$ cat src/design/utf8_to_code_point_decoder_defines.svh
// assertion macros for the utf8 decoder
// used by the top level only, which supplies clk_i and rst_ni in scope
`ifndef UTF8_TO_CODE_POINT_DECODER_DEFINES_SVH
`define UTF8_TO_CODE_POINT_DECODER_DEFINES_SVH

// property checked at every clock edge outside reset
`define UTD_ASSERT(label, prop) \
  label: assert property (@(posedge clk_i) disable iff (!rst_ni) (prop)) \
    else $error("utf8 decoder check failed");

// antecedent implies consequent in the same cycle
`define UTD_ASSERT_IMPL(label, ante, cons) \
  label: assert property (@(posedge clk_i) disable iff (!rst_ni) (ante) |-> (cons)) \
    else $error("utf8 decoder check failed");

`endif

$ cat src/design/utd_pkg.sv
// shared types and constants of the utf8 decoder
// no dependencies
package utd_pkg;

  localparam int CountW   = 16;  // width of the internal character counter
  localparam int CapW     = 16;
  localparam int ResW     = 3;
  localparam int OutCntW  = 16;
  localparam int CpW      = 21;
  localparam int SumW     = ((CountW > CapW) ? CountW : CapW) + 1;
  localparam int CfgAddrW = 1;
  localparam int CfgDataW = 16;

  localparam logic [CfgAddrW-1:0] CfgCapacity = 1'd0;
  localparam logic [CfgAddrW-1:0] CfgReserve  = 1'd1;

  localparam logic [CapW-1:0] CapacityReset = 16'hFFFF;
  localparam logic [ResW-1:0] ReserveReset  = 3'd2;

  typedef enum logic [1:0] {
    StOk     = 2'd0,
    StNoRoom = 2'd1,
    StTrunc  = 2'd2
  } status_e;

  typedef struct packed {
    logic [7:0] in_byte;
    logic       is_last;
  } in_item_t;

  typedef struct packed {
    logic               char_valid;
    logic [CpW-1:0]     code_point;
    logic               end_of_run;
    logic [OutCntW-1:0] char_count;
    logic [1:0]         status;
  } res_item_t;

endpackage

$ cat src/design/utf8_to_code_point_decoder.sv
// top level of the utf8 decoder: configuration registers and stage wiring
// depends on utd_pkg, utd_in_reg, utd_core, utd_out_reg and the defines header
//
// Usage:
//   Bytes enter on in_valid_i / in_stall_o with in_byte_i and is_last_i;
//   results leave on out_valid_o / out_stall_i. An item moves at a clock
//   edge where valid is high and stall is low.
//   A result is given when a character completes or on the last byte of a
//   run; other bytes give none. The last byte's result carries end_of_run,
//   the character count (zero on error) and the status.
//   A byte accepted into the input register is decoded and its result is then held in the result register.
//   Throughput: one byte per cycle while the receiver does not stall, set by
//   the single decode stage between the input register and the result register.
//   When the receiver stalls, the result register holds its item, the input
//   register fills behind it and in_stall_o rises; bytes that give no
//   result still pass through.
//   Reset clears the decode state and loads capacity 65535 and reserve 2.
//   Configuration is written through cfg_we_i, cfg_addr_i and cfg_wdata_i
//   (index 0 capacity, index 1 reserve); the user writes it only while the block is idle, not enforced by the block.
`include "utf8_to_code_point_decoder_defines.svh"

module utf8_to_code_point_decoder (
  input  logic                           clk_i,
  input  logic                           rst_ni,
  input  logic                           cfg_we_i,
  input  logic [utd_pkg::CfgAddrW-1:0]   cfg_addr_i,
  input  logic [utd_pkg::CfgDataW-1:0]   cfg_wdata_i,
  input  logic                           in_valid_i,
  output logic                           in_stall_o,
  input  logic [7:0]                     in_byte_i,
  input  logic                           is_last_i,
  output logic                           out_valid_o,
  input  logic                           out_stall_i,
  output logic                           char_valid_o,
  output logic [utd_pkg::CpW-1:0]        code_point_o,
  output logic                           end_of_run_o,
  output logic [utd_pkg::OutCntW-1:0]    char_count_o,
  output logic [1:0]                     status_o
);

  logic [utd_pkg::CapW-1:0] capacity_q;
  logic [utd_pkg::ResW-1:0] reserve_q;

  utd_pkg::in_item_t  in_item;
  utd_pkg::in_item_t  stage_item;
  logic               stage_valid;
  logic               advance;
  logic               res_valid;
  logic               out_ready;
  utd_pkg::res_item_t res;
  utd_pkg::res_item_t out_res;

  always_ff @(posedge clk_i or negedge rst_ni) begin
    if (!rst_ni) begin
      capacity_q <= utd_pkg::CapacityReset;
      reserve_q  <= utd_pkg::ReserveReset;
    end else if (cfg_we_i) begin
      if (cfg_addr_i == utd_pkg::CfgCapacity) begin
        capacity_q <= cfg_wdata_i[utd_pkg::CapW-1:0];
      end
      if (cfg_addr_i == utd_pkg::CfgReserve) begin
        reserve_q <= cfg_wdata_i[utd_pkg::ResW-1:0];
      end
    end
  end

  assign in_item.in_byte = in_byte_i;
  assign in_item.is_last = is_last_i;

  utd_in_reg u_in_reg (
    .clk_i        (clk_i),
    .rst_ni       (rst_ni),
    .in_valid_i   (in_valid_i),
    .in_stall_o   (in_stall_o),
    .in_item_i    (in_item),
    .advance_i    (advance),
    .item_valid_o (stage_valid),
    .item_o       (stage_item)
  );

  utd_core u_core (
    .clk_i        (clk_i),
    .rst_ni       (rst_ni),
    .item_valid_i (stage_valid),
    .item_i       (stage_item),
    .out_ready_i  (out_ready),
    .capacity_i   (capacity_q),
    .reserve_i    (reserve_q),
    .advance_o    (advance),
    .res_valid_o  (res_valid),
    .res_o        (res)
  );

  utd_out_reg u_out_reg (
    .clk_i       (clk_i),
    .rst_ni      (rst_ni),
    .load_i      (advance && res_valid),
    .res_i       (res),
    .ready_o     (out_ready),
    .out_valid_o (out_valid_o),
    .out_stall_i (out_stall_i),
    .res_o       (out_res)
  );

  assign char_valid_o = out_res.char_valid;
  assign code_point_o = out_res.code_point;
  assign end_of_run_o = out_res.end_of_run;
  assign char_count_o = out_res.char_count;
  assign status_o     = out_res.status;

  // a result exists only for a character or the end of a run
  `UTD_ASSERT_IMPL(a_res_reason, out_valid_o, char_valid_o || end_of_run_o)
  // count and status only travel on the end of a run
  `UTD_ASSERT_IMPL(a_mid_run_clean, out_valid_o && !end_of_run_o,
                   (status_o == utd_pkg::StOk) && (char_count_o == '0))
  // a failed run reports no characters
  `UTD_ASSERT_IMPL(a_err_zero_count, out_valid_o && (status_o != utd_pkg::StOk),
                   char_count_o == '0)
  // a stage item that produces a result cannot move while the output is full
  `UTD_ASSERT(a_no_overwrite, !(advance && res_valid && !out_ready))

endmodule

$ cat src/design/utd_in_reg.sv
// input register of the utf8 decoder: holds one accepted byte
// depends on utd_pkg
module utd_in_reg (
  input  logic              clk_i,
  input  logic              rst_ni,
  input  logic              in_valid_i,
  output logic              in_stall_o,
  input  utd_pkg::in_item_t in_item_i,
  input  logic              advance_i,
  output logic              item_valid_o,
  output utd_pkg::in_item_t item_o
);

  logic              valid_q, valid_d;
  utd_pkg::in_item_t item_q;
  logic              take;

  // stage frees up when its item moves on
  assign in_stall_o = valid_q && !advance_i;
  assign take       = in_valid_i && !in_stall_o;
  assign valid_d    = take || (valid_q && !advance_i);

  always_ff @(posedge clk_i or negedge rst_ni) begin
    if (!rst_ni) begin
      valid_q <= 1'b0;
    end else begin
      valid_q <= valid_d;
    end
  end

  always_ff @(posedge clk_i) begin
    if (take) begin
      item_q <= in_item_i;
    end
  end

  assign item_valid_o = valid_q;
  assign item_o       = item_q;

endmodule

$ cat src/design/utd_core.sv
// decode state and one-step decode logic of the utf8 decoder
// depends on utd_pkg
module utd_core (
  input  logic                       clk_i,
  input  logic                       rst_ni,
  input  logic                       item_valid_i,
  input  utd_pkg::in_item_t          item_i,
  input  logic                       out_ready_i,
  input  logic [utd_pkg::CapW-1:0]   capacity_i,
  input  logic [utd_pkg::ResW-1:0]   reserve_i,
  output logic                       advance_o,
  output logic                       res_valid_o,
  output utd_pkg::res_item_t         res_o
);

  logic [utd_pkg::CpW-1:0]    part_q, part_d;
  logic [1:0]                 pend_q, pend_d;
  logic [utd_pkg::CountW-1:0] cnt_q, cnt_d;
  utd_pkg::status_e           err_q, err_d;

  logic                       done;
  logic [utd_pkg::CpW-1:0]    cp;
  logic [utd_pkg::SumW-1:0]   room_sum;
  logic                       no_room;
  logic [7:0]                 b;
  logic                       last;

  assign b        = item_i.in_byte;
  assign last     = item_i.is_last;
  assign room_sum = utd_pkg::SumW'(cnt_q) + utd_pkg::SumW'(reserve_i);
  assign no_room  = room_sum >= utd_pkg::SumW'(capacity_i);

  always_comb begin
    part_d = part_q;
    pend_d = pend_q;
    cnt_d  = cnt_q;
    err_d  = err_q;
    done   = 1'b0;
    cp     = '0;
    if (err_q == utd_pkg::StOk) begin
      if (pend_q != 2'd0) begin
        // continuation bytes are not checked, low six bits are shifted in
        part_d = {part_q[utd_pkg::CpW-7:0], b[5:0]};
        pend_d = pend_q - 2'd1;
        if (pend_q == 2'd1) begin
          done = 1'b1;
          cp   = part_d;
        end
      end else if (b < 8'hF8) begin
        priority if (no_room) begin
          err_d = utd_pkg::StNoRoom;
        end else if (b < 8'h80) begin
          done = 1'b1;
          cp   = utd_pkg::CpW'(b & 8'h7F);
        end else if (b < 8'hE0) begin
          part_d = utd_pkg::CpW'(b & 8'h1F);
          pend_d = 2'd1;
        end else if (b < 8'hF0) begin
          part_d = utd_pkg::CpW'(b & 8'h0F);
          pend_d = 2'd2;
        end else begin
          part_d = utd_pkg::CpW'(b & 8'h07);
          pend_d = 2'd3;
        end
      end
      // counter saturates at all ones
      if (done && (cnt_q != '1)) begin
        cnt_d = cnt_q + 1'b1;
      end
      if (last && (err_d == utd_pkg::StOk) && (pend_d != 2'd0)) begin
        err_d = utd_pkg::StTrunc;
      end
    end
  end

  assign res_valid_o = done || last;
  // items without a result never wait on the output side
  assign advance_o   = item_valid_i && (!res_valid_o || out_ready_i);

  always_comb begin
    res_o.char_valid = done;
    res_o.code_point = cp;
    res_o.end_of_run = last;
    res_o.char_count = (last && (err_d == utd_pkg::StOk)) ?
                       utd_pkg::OutCntW'(cnt_d) : '0;
    res_o.status     = last ? err_d : utd_pkg::StOk;
  end

  always_ff @(posedge clk_i or negedge rst_ni) begin
    if (!rst_ni) begin
      part_q <= '0;
      pend_q <= 2'd0;
      cnt_q  <= '0;
      err_q  <= utd_pkg::StOk;
    end else if (advance_o) begin
      if (last) begin
        // end of run returns to the reset state
        part_q <= '0;
        pend_q <= 2'd0;
        cnt_q  <= '0;
        err_q  <= utd_pkg::StOk;
      end else begin
        part_q <= part_d;
        pend_q <= pend_d;
        cnt_q  <= cnt_d;
        err_q  <= err_d;
      end
    end
  end

endmodule

$ cat src/design/utd_out_reg.sv
// result register of the utf8 decoder
// depends on utd_pkg
module utd_out_reg (
  input  logic               clk_i,
  input  logic               rst_ni,
  input  logic               load_i,
  input  utd_pkg::res_item_t res_i,
  output logic               ready_o,
  output logic               out_valid_o,
  input  logic               out_stall_i,
  output utd_pkg::res_item_t res_o
);

  logic               valid_q, valid_d;
  utd_pkg::res_item_t res_q;

  assign ready_o = !valid_q || !out_stall_i;
  assign valid_d = load_i || (valid_q && out_stall_i);

  always_ff @(posedge clk_i or negedge rst_ni) begin
    if (!rst_ni) begin
      valid_q <= 1'b0;
    end else begin
      valid_q <= valid_d;
    end
  end

  always_ff @(posedge clk_i) begin
    if (load_i) begin
      res_q <= res_i;
    end
  end

  assign out_valid_o = valid_q;
  assign res_o       = res_q;

endmodule
$ cat config.mk
export PLATFORM = sky130hd
export DESIGN_NAME = utf8_to_code_point_decoder
export DESIGN_NICKNAME = d
export VERILOG_FILES = /design/src/design/utd_pkg.sv /design/src/design/utf8_to_code_point_decoder.sv /design/src/design/utd_in_reg.sv /design/src/design/utd_core.sv /design/src/design/utd_out_reg.sv
export VERILOG_INCLUDE_DIRS = /design/src /design/src/design
export SDC_FILE = /design/constraint.sdc
export NUM_CORES = 1
export LEC_CHECK = 0
export ABC_AREA = 0
export BUFFER_PORTS_ARGS = -buffer_cell sky130_fd_sc_hd__buf_2
export CORE_ASPECT_RATIO = 0.75
export CORE_MARGIN = 1
export CORE_UTILIZATION = 40
export CTS_BUF_LIST = sky130_fd_sc_hd__clkbuf_4 sky130_fd_sc_hd__clkbuf_8 sky130_fd_sc_hd__clkbuf_16
export DETAILED_ROUTE_END_ITERATION = 6
export PLACE_DENSITY_LB_ADDON = 0.05
export SYNTH_ARGS = -nofsm -noshare
export SYNTH_HDL_FRONTEND = slang
export SYNTH_SLANG_ARGS = --single-unit
$ cat constraint.sdc
create_clock -name clk_i -period 7.5 [get_ports clk_i]
set_input_delay 0.75 -clock clk_i [delete_from_list [all_inputs] [get_ports clk_i]]
set_output_delay 0.75 -clock clk_i [all_outputs]
set_load 0.005 [all_outputs]
==> flow_metrics.env, run 1 <==
export IMPL_fin_total_pwr_w=0.00161
export IMPL_topRoutingLayerUsed="met4"
export IMPL_wirelength_um=12000
export IMPL_num_antenna_cells=0
export IMPL_p_per_area_nw_per_um2=259
export IMPL_cts_made_buffers=9
export IMPL_cap_violations=0
export IMPL_start_util_pct=41.3
export IMPL_synth_ff_type="edfxtp_1"
export IMPL_ys_warn_count=0
export IMPL_switching_power_w=0.000483
export IMPL_rsz0062_at_grt="false"
export IMPL_rows=36
export IMPL_drive_gt1_share_pct=22.5
export IMPL_die_y_um=103
export IMPL_holdCritPathClass="in -> async"
export IMPL_p_clk_share_pct=30.7
export IMPL_finalHoldViolCount=0
export IMPL_worstSetupEndpointType="primary output"
export IMPL_core_area_um2=13100
export IMPL_viasPerCell=5.14
export IMPL_ys_seq_elements=106
export IMPL_syn_nets=563
export IMPL_syn_to_final_growth_pct=14.9
export IMPL_timing_rr_start="u_core.cnt_q[0]"
export IMPL_timing_setup_tns_ns=0
export IMPL_cts_sinks=106
export IMPL_fmax_ghz=0.192
export IMPL_min_period_ns=5.22
export IMPL_met3RoutedLength_um=588
export IMPL_r2r_end="u_out_reg.res_o[15]"
export IMPL_antenna_found_initial=0
export IMPL_clockRootBuffer="clkbuf_16"
export IMPL_clock_skew_ns=0.00665
export IMPL_dr_pass1_iters=4
export IMPL_ctsHoldBuffers=0
export IMPL_reg2reg_depth=15
export IMPL_synth_top_cell_by_area="edfxtp_1"
export IMPL_syn_instance_count=511
export IMPL_wl_met1_um=6260
export IMPL_p_seq_share_pct=48.2
export IMPL_cts_repair_resized=0
export IMPL_regToRegSetupSlack_ns=2.34
export IMPL_clk_latency_ns=0.35
export IMPL_grt_pass1_vias=3820
export IMPL_start_kind="flip-flop"
export IMPL_synth_area_top_cells="edfxtp_1 28%, dfrtp_1 18%, dfstp_2 8.3%, ha_1 4.6%, o21ai_0 3.8%"
export IMPL_p_leak_nw=2.63
export IMPL_finalWorstSetupSlack_ns=2.28
export IMPL_antenna_left=0
export IMPL_status="finished, final reports clean"
export IMPL_syn_area_per_cell_um2=10.5
export IMPL_drv_slew=0
export IMPL_cp_data_arrival_time_ns=4.47
export IMPL_die_w_um=136
export IMPL_cts_setup_buffers=0
export IMPL_grt_max_degree=57
export IMPL_cts_tree="yes"
export IMPL_ys_seq_area_share_pct=54.2
export IMPL_critPathCapture="in_stall_o"
export IMPL_crit_type="reg -> out"
export IMPL_p_int_w=0.00112
export IMPL_gr_total_overflow=0
export IMPL_route_met2_wl_um=5040
export IMPL_worstPathMaxFanout=26
export IMPL_utilization_pct=47.4
export IMPL_setup_viol_count_final=0
export IMPL_die_area_um2=13900
export IMPL_num_fill_cells=1254
export IMPL_grt_use_total_pct=18.5
export IMPL_vdd_ir_drop_max_mv=0.121
export IMPL_crit_start="u_core.cnt_q[0]"
export IMPL_register_area_um2=2920
export IMPL_nets=630
export IMPL_io_buffers=73
export IMPL_ios=74
export IMPL_multiInputGateArea_um2=2180
export IMPL_grt_pass1_wl_um=19600
export IMPL_min_period_over_period_pct=69.6
export IMPL_yosysMostFrequentCell="nand2_1"
export IMPL_vias=3874
export IMPL_power_frac_comb_pct=21.1
export IMPL_synth_top_area_share_pct=27.9
export IMPL_drt_iter0_markers=208
export IMPL_cp_required_ns=6.75
export IMPL_place_gp_congestion=0.810
export IMPL_post_place_ws_ns=2.41
export IMPL_slew_headroom_pct=19.7
export IMPL_tightest_slew_ns=1.20
export IMPL_hpwl_um=8370
export IMPL_drc=0
export IMPL_p_sw_share_pct=30.1
export IMPL_synth_commonest_cells="53 x nand2_1, 50 x edfxtp_1, 48 x nor2_1, 44 x inv_1, 41 x o21ai_0"
export IMPL_ys_types=54
export IMPL_synth_edf_count=50
export IMPL_h_tree_depth=3
export IMPL_synthArstFlopShare_pct=52.8
export IMPL_path_clk_slew_ns=0.07
export IMPL_whs_ns=0.517
export IMPL_clk_path_buf_depth=2
export IMPL_syn_cell_area_um2=5390
export IMPL_wl_per_cell_um=15.9
==> layer usage <==
layer / vias up / GRT usage [%]
met2: 100 / 27.2
met4: 0 / 4.53
met5: - / 0
met1: 1848 / 27.5
li1: 1917 / -
met3: 9 / 4.08
==> cell type report <==
cell class	instances	area share, %
Sequential cell	106	47.2
Clock inverter	6	1.19
Multi-Input combinational cell	339	35.2
Tap cell	171	3.45
Timing Repair Buffer	78	6.50
Inverter	44	2.67
Clock buffer	10	3.76
==> flip-flops by register name, summed over array words and instances (netlist names) <==
signal / cells
u_core.err_q: 2
u_core.pend_q: 2
u_in_reg.item_valid_o: 1
u_in_reg.item_o: 9
u_out_reg.res_o: 41
u_core.part_q: 15
reserve_q: 3
capacity_q: 16
u_out_reg.out_valid_o: 1
u_core.cnt_q: 16
==> placed cells by master, fill, tap and decap left out, drive strengths merged, types with 3 or more instances in the layout <==
cell type / count
a21o: 5
a21oi: 18
a31oi: 5
and2: 12
and3: 9
buf: 78
clkbuf: 10
dfrtp: 39
dfstp: 17
edfxtp: 50
ha: 20
inv: 47
mux2: 8
mux2i: 10
nand2: 54
nand2b: 5
nand3: 20
nand4: 6
nor2: 48
nor3: 10
o21ai: 41
o311ai: 3
o31ai: 11
or3: 6
xnor2: 16
xor2: 13
==> power groups by stage <==
stage	clock, W	combinational [W]	sequential [W]
after CTS	0.000507	0.000342	0.000774
after detailed placement	0	0.000339	0.000784
after floorplan	0	0.000219	0.000775
after global routing	0.000525	0.000384	0.000784
final	0.000493	0.000339	0.000774
after global placement	0	0.000335	0.000783
==> critical path, cell delays in order (launching register included) <==
cell and delay [ns]:
dfrtp_1 0.43, ha_1 0.19, inv_1 0.05, fa_1 0.40
nor2b_1 0.17, o2111a_1 0.34, nand3_1 0.13, xnor2_1 0.16
ha_1 0.29, nand4_1 0.13, nor3_1 0.08, o41a_1 0.48
o31ai_2 0.27, buf_4 0.31, nor2_1 0.14, or3_1 0.37
inv_1 0.07, buf_2 0.10
==> metrics by stage <==
| stage | instance area (um^2) | std cells |
|---|---|---|
| finish | 6200 | 754 |
| global route | 6200 | 754 |
| CTS | 6200 | 754 |
| detailed placement | 5890 | 738 |
| global placement | 5890 | 738 |
| floorplan | 5390 | 511 |
==> worst min path at each step <==
stage	startpoint	to	slack, ns	cells after the start
2_1_floorplan	rst_ni	reserve_q[0]	0.45	0
3_3_place_gp	u_core.part_q[14]	u_core.part_q[14]	0.49	1
3_5_place_dp	u_core.part_q[14]	u_core.part_q[14]	0.50	1
4_1_cts	capacity_q[9]	capacity_q[9]	0.52	2
5_1_grt	capacity_q[7]	capacity_q[7]	0.54	2
6_report	rst_ni	reserve_q[0]	0.52	2
==> cells by family (layout without fill, tap and decap cells) <==
family          Yosys count  after routing  share of synthesized area, %
fa+ha+maj                21             21                          5.01
compound gates           95             95                          11.7
simple gates            176            176                          15.3
flops                   106            106                          54.2
buf+inv                  66            138                          5.43
xor+xnor                 29             29                          4.71
mux                      18             18                          3.60
No activity file was read; power rests on OpenSTA's default activity.
==> run 2: changes to the inputs <==
Settings changed: ABC_AREA 0 to 1.
Clock period 7.5 ns to 4.9 ns, I/O delays scaled along.
==> flow_metrics.env, run 2 <==
export IMPL_status="finished, final reports clean"
export IMPL_cp_data_arrival_time_ns=4.11
export IMPL_grt_pass1_wl_um=22900
export IMPL_layout_commonest_cell="nand2_1"
export IMPL_timing_setup_tns_ns=0
export IMPL_cts_setup_buffers=0
export IMPL_fmax_ghz=0.217
export IMPL_worstPathCellList="ha_1, inv_1, fa_1, o21ai_2, nand3_2, inv_1, nand2_1, xor2_1, ha_1, a21oi_1, nor3_1, nor3_1, nand2_1, nand2_1, nand2_1, nand2_1, nand3_2, nand2_2, nand2_4, nand2_2, nand2_4, nor2_1, buf_2"
export IMPL_synth_commonest_cells="173 x nand2_1, 114 x inv_1, 96 x nor2_1, 50 x edfxtp_1, 39 x dfrtp_1"
export IMPL_clock_skew_ns=0.00790
export IMPL_critPathMaxStageDelay_ns=0.51
export IMPL_worstSetupEndpointType="primary output"
export IMPL_synthArstFlopShare_pct=52.8
export IMPL_ys_warn_count=0
export IMPL_die_w_um=140
export IMPL_clockRootBuffer="clkbuf_16"
export IMPL_start_util_pct=41.4
export IMPL_cap_violations=0
export IMPL_die_area_um2=14900
export IMPL_finalHoldViolCount=0
export IMPL_setup_viol_count_final=0
export IMPL_cp_top_family="simple AND/OR/NAND/NOR gates"
export IMPL_gr_total_overflow=0
export IMPL_syn_to_final_growth_pct=14.4
export IMPL_die_y_um=106
export IMPL_syn_area_per_cell_um2=8.40
export IMPL_vias=4527
export IMPL_ys_types=40
export IMPL_ios=74
export IMPL_cts_repair_resized=0
export IMPL_dr_pass1_iters=5
export IMPL_synth_ff_type="edfxtp_1"
export IMPL_grt_max_degree=57
export IMPL_synth_area_top_cells="edfxtp_1 26%, dfrtp_1 17%, nand2_1 11%, dfstp_2 7.8%, inv_1 7.4%"
export IMPL_antenna_found_initial=0
export IMPL_crit_type="reg -> out"
export IMPL_place_gp_congestion=0.906
export IMPL_synth_top_cell_by_area="edfxtp_1"
export IMPL_wirelength_um=13600
export IMPL_rsz0062_at_grt="false"
export IMPL_p_leak_nw=3.17
export IMPL_syn_cell_area_um2=5750
export IMPL_ys_seq_area_share_pct=50.8
export IMPL_h_tree_depth=3
export IMPL_hpwl_um=10100
export IMPL_min_period_ns=4.60
export IMPL_core_area_um2=13900
export IMPL_drive_gt1_share_pct=17.7
export IMPL_path_buf_inv=3
export IMPL_layoutNonFillerInstCount=936
export IMPL_drt_iter0_markers=256
export IMPL_viasPerCell=4.84
export IMPL_drv_slew=0
export IMPL_slew_headroom_pct=36.7
export IMPL_syn_instance_count=685
export IMPL_min_period_over_period_pct=93.9
export IMPL_worstPathMaxFanout=13
export IMPL_num_antenna_cells=0
export IMPL_ys_seq_elements=106
export IMPL_rows=37
export IMPL_antenna_left=0
export IMPL_yosysMostFrequentCell="nand2_1"
export IMPL_cts_made_buffers=9
export IMPL_crit_path_top_delay_cell="dfrtp_1"
export IMPL_vdd_ir_drop_max_mv=0.159
export IMPL_placed_cells=920
export IMPL_synth_top_area_share_pct=26.1
export IMPL_place_area_um2=6300
export IMPL_clk_path_buf_depth=2
export IMPL_path_clk_slew_ns=0.08
export IMPL_cts_tree="yes"
export IMPL_clk_latency_ns=0.35
export IMPL_cp_required_ns=4.41
export IMPL_cts_sinks=106
export IMPL_num_fill_cells=1396
export IMPL_wl_per_cell_um=14.5
export IMPL_holdCritPathClass="in -> async"
export IMPL_final_area_um2=6580
export IMPL_crit_top_cell="nand2_1"
export IMPL_grt_use_total_pct=20.1
export IMPL_p_per_area_nw_per_um2=343
export IMPL_start_kind="flip-flop"
export IMPL_largest_reg_flops=41
export IMPL_synth_edf_count=50
export IMPL_drc=0
export IMPL_syn_nets=737
export IMPL_regToRegSetupSlack_ns=0.62
export IMPL_final_cell_mix="173 x nand2_1, 114 x inv_1, 96 x nor2_1"
export IMPL_nets=808
export IMPL_io_buffers=73
export IMPL_tightest_slew_ns=0.940
export IMPL_ctsHoldBuffers=0
export IMPL_grt_pass1_vias=4333
run 2: stage by stage:
step / utilization, % / setup WS, ns / hold WS [ns] / power, W
after floorplan: - / 0.767 / 0.194 / 0.00139
after global placement: 45.3 / 0.823 / 0.456 / 0.00156
after detailed placement: 45.3 / 0.655 / 0.459 / 0.00156
after CTS: 47.4 / 0.327 / 0.301 / 0.00228
after global routing: 47.4 / 0.0406 / 0.298 / 0.00239
final: 47.4 / 0.297 / 0.283 / 0.00226
run 2: layout make-up:
| type | instances | area [um^2] | area share (%) |
|---|---|---|---|
| multi-input combinational | 440 | 2260 | 34.4 |
| inverter | 115 | 432 | 6.56 |
| clock inverter | 7 | 61.3 | 0.931 |
| clock buffer | 9 | 225 | 3.42 |
| timing repair buffer | 84 | 460 | 6.99 |
| sequential | 106 | 2920 | 44.4 |
| tap | 175 | 219 | 3.33 |
run 2: logic make-up after synthesis:
logic type               synth area share, %
AO/OA/AOI/OAI                           4.33
buffers and inverters                   9.85
flip-flops                              50.8
AND/OR/NAND/NOR                         27.3
adder cells (fa/ha/maj)                 4.70
XOR/XNOR                                3.04
run 2: layer usage:
metal | wire length (um) | global-route usage (%)
met5 | 0 | 0
met4 | 159 | 5.98
met3 | 621 | 3.77
met2 | 5350 | 27.6
met1 | 7480 | 31.5
run 2: worst paths after layout:
| check | from | endpoint | depth (start not counted) |
|---|---|---|---|
| max reg2reg | u_core.cnt_q[0] | u_core.cnt_q[4] | 23 |
| max | u_core.cnt_q[0] | in_stall_o | 23 |
| min in group clk_i | in_byte_i[4] | u_in_reg.item_o[5] | 1 |
| min reg2reg | u_core.part_q[13] | u_core.part_q[13] | 2 |
| min | rst_ni | u_core.cnt_q[11] | 2 |
| max in group asynchronous | rst_ni | u_core.part_q[7] | 2 |
run 2: report_power, final:
part           switching, W  total [W]  leakage, nW  internal [W]
logic              0.000284   0.000429         1.83      0.000146
clock network      0.000366   0.000722        0.140      0.000356
registers         0.0000547    0.00111         1.20       0.00106
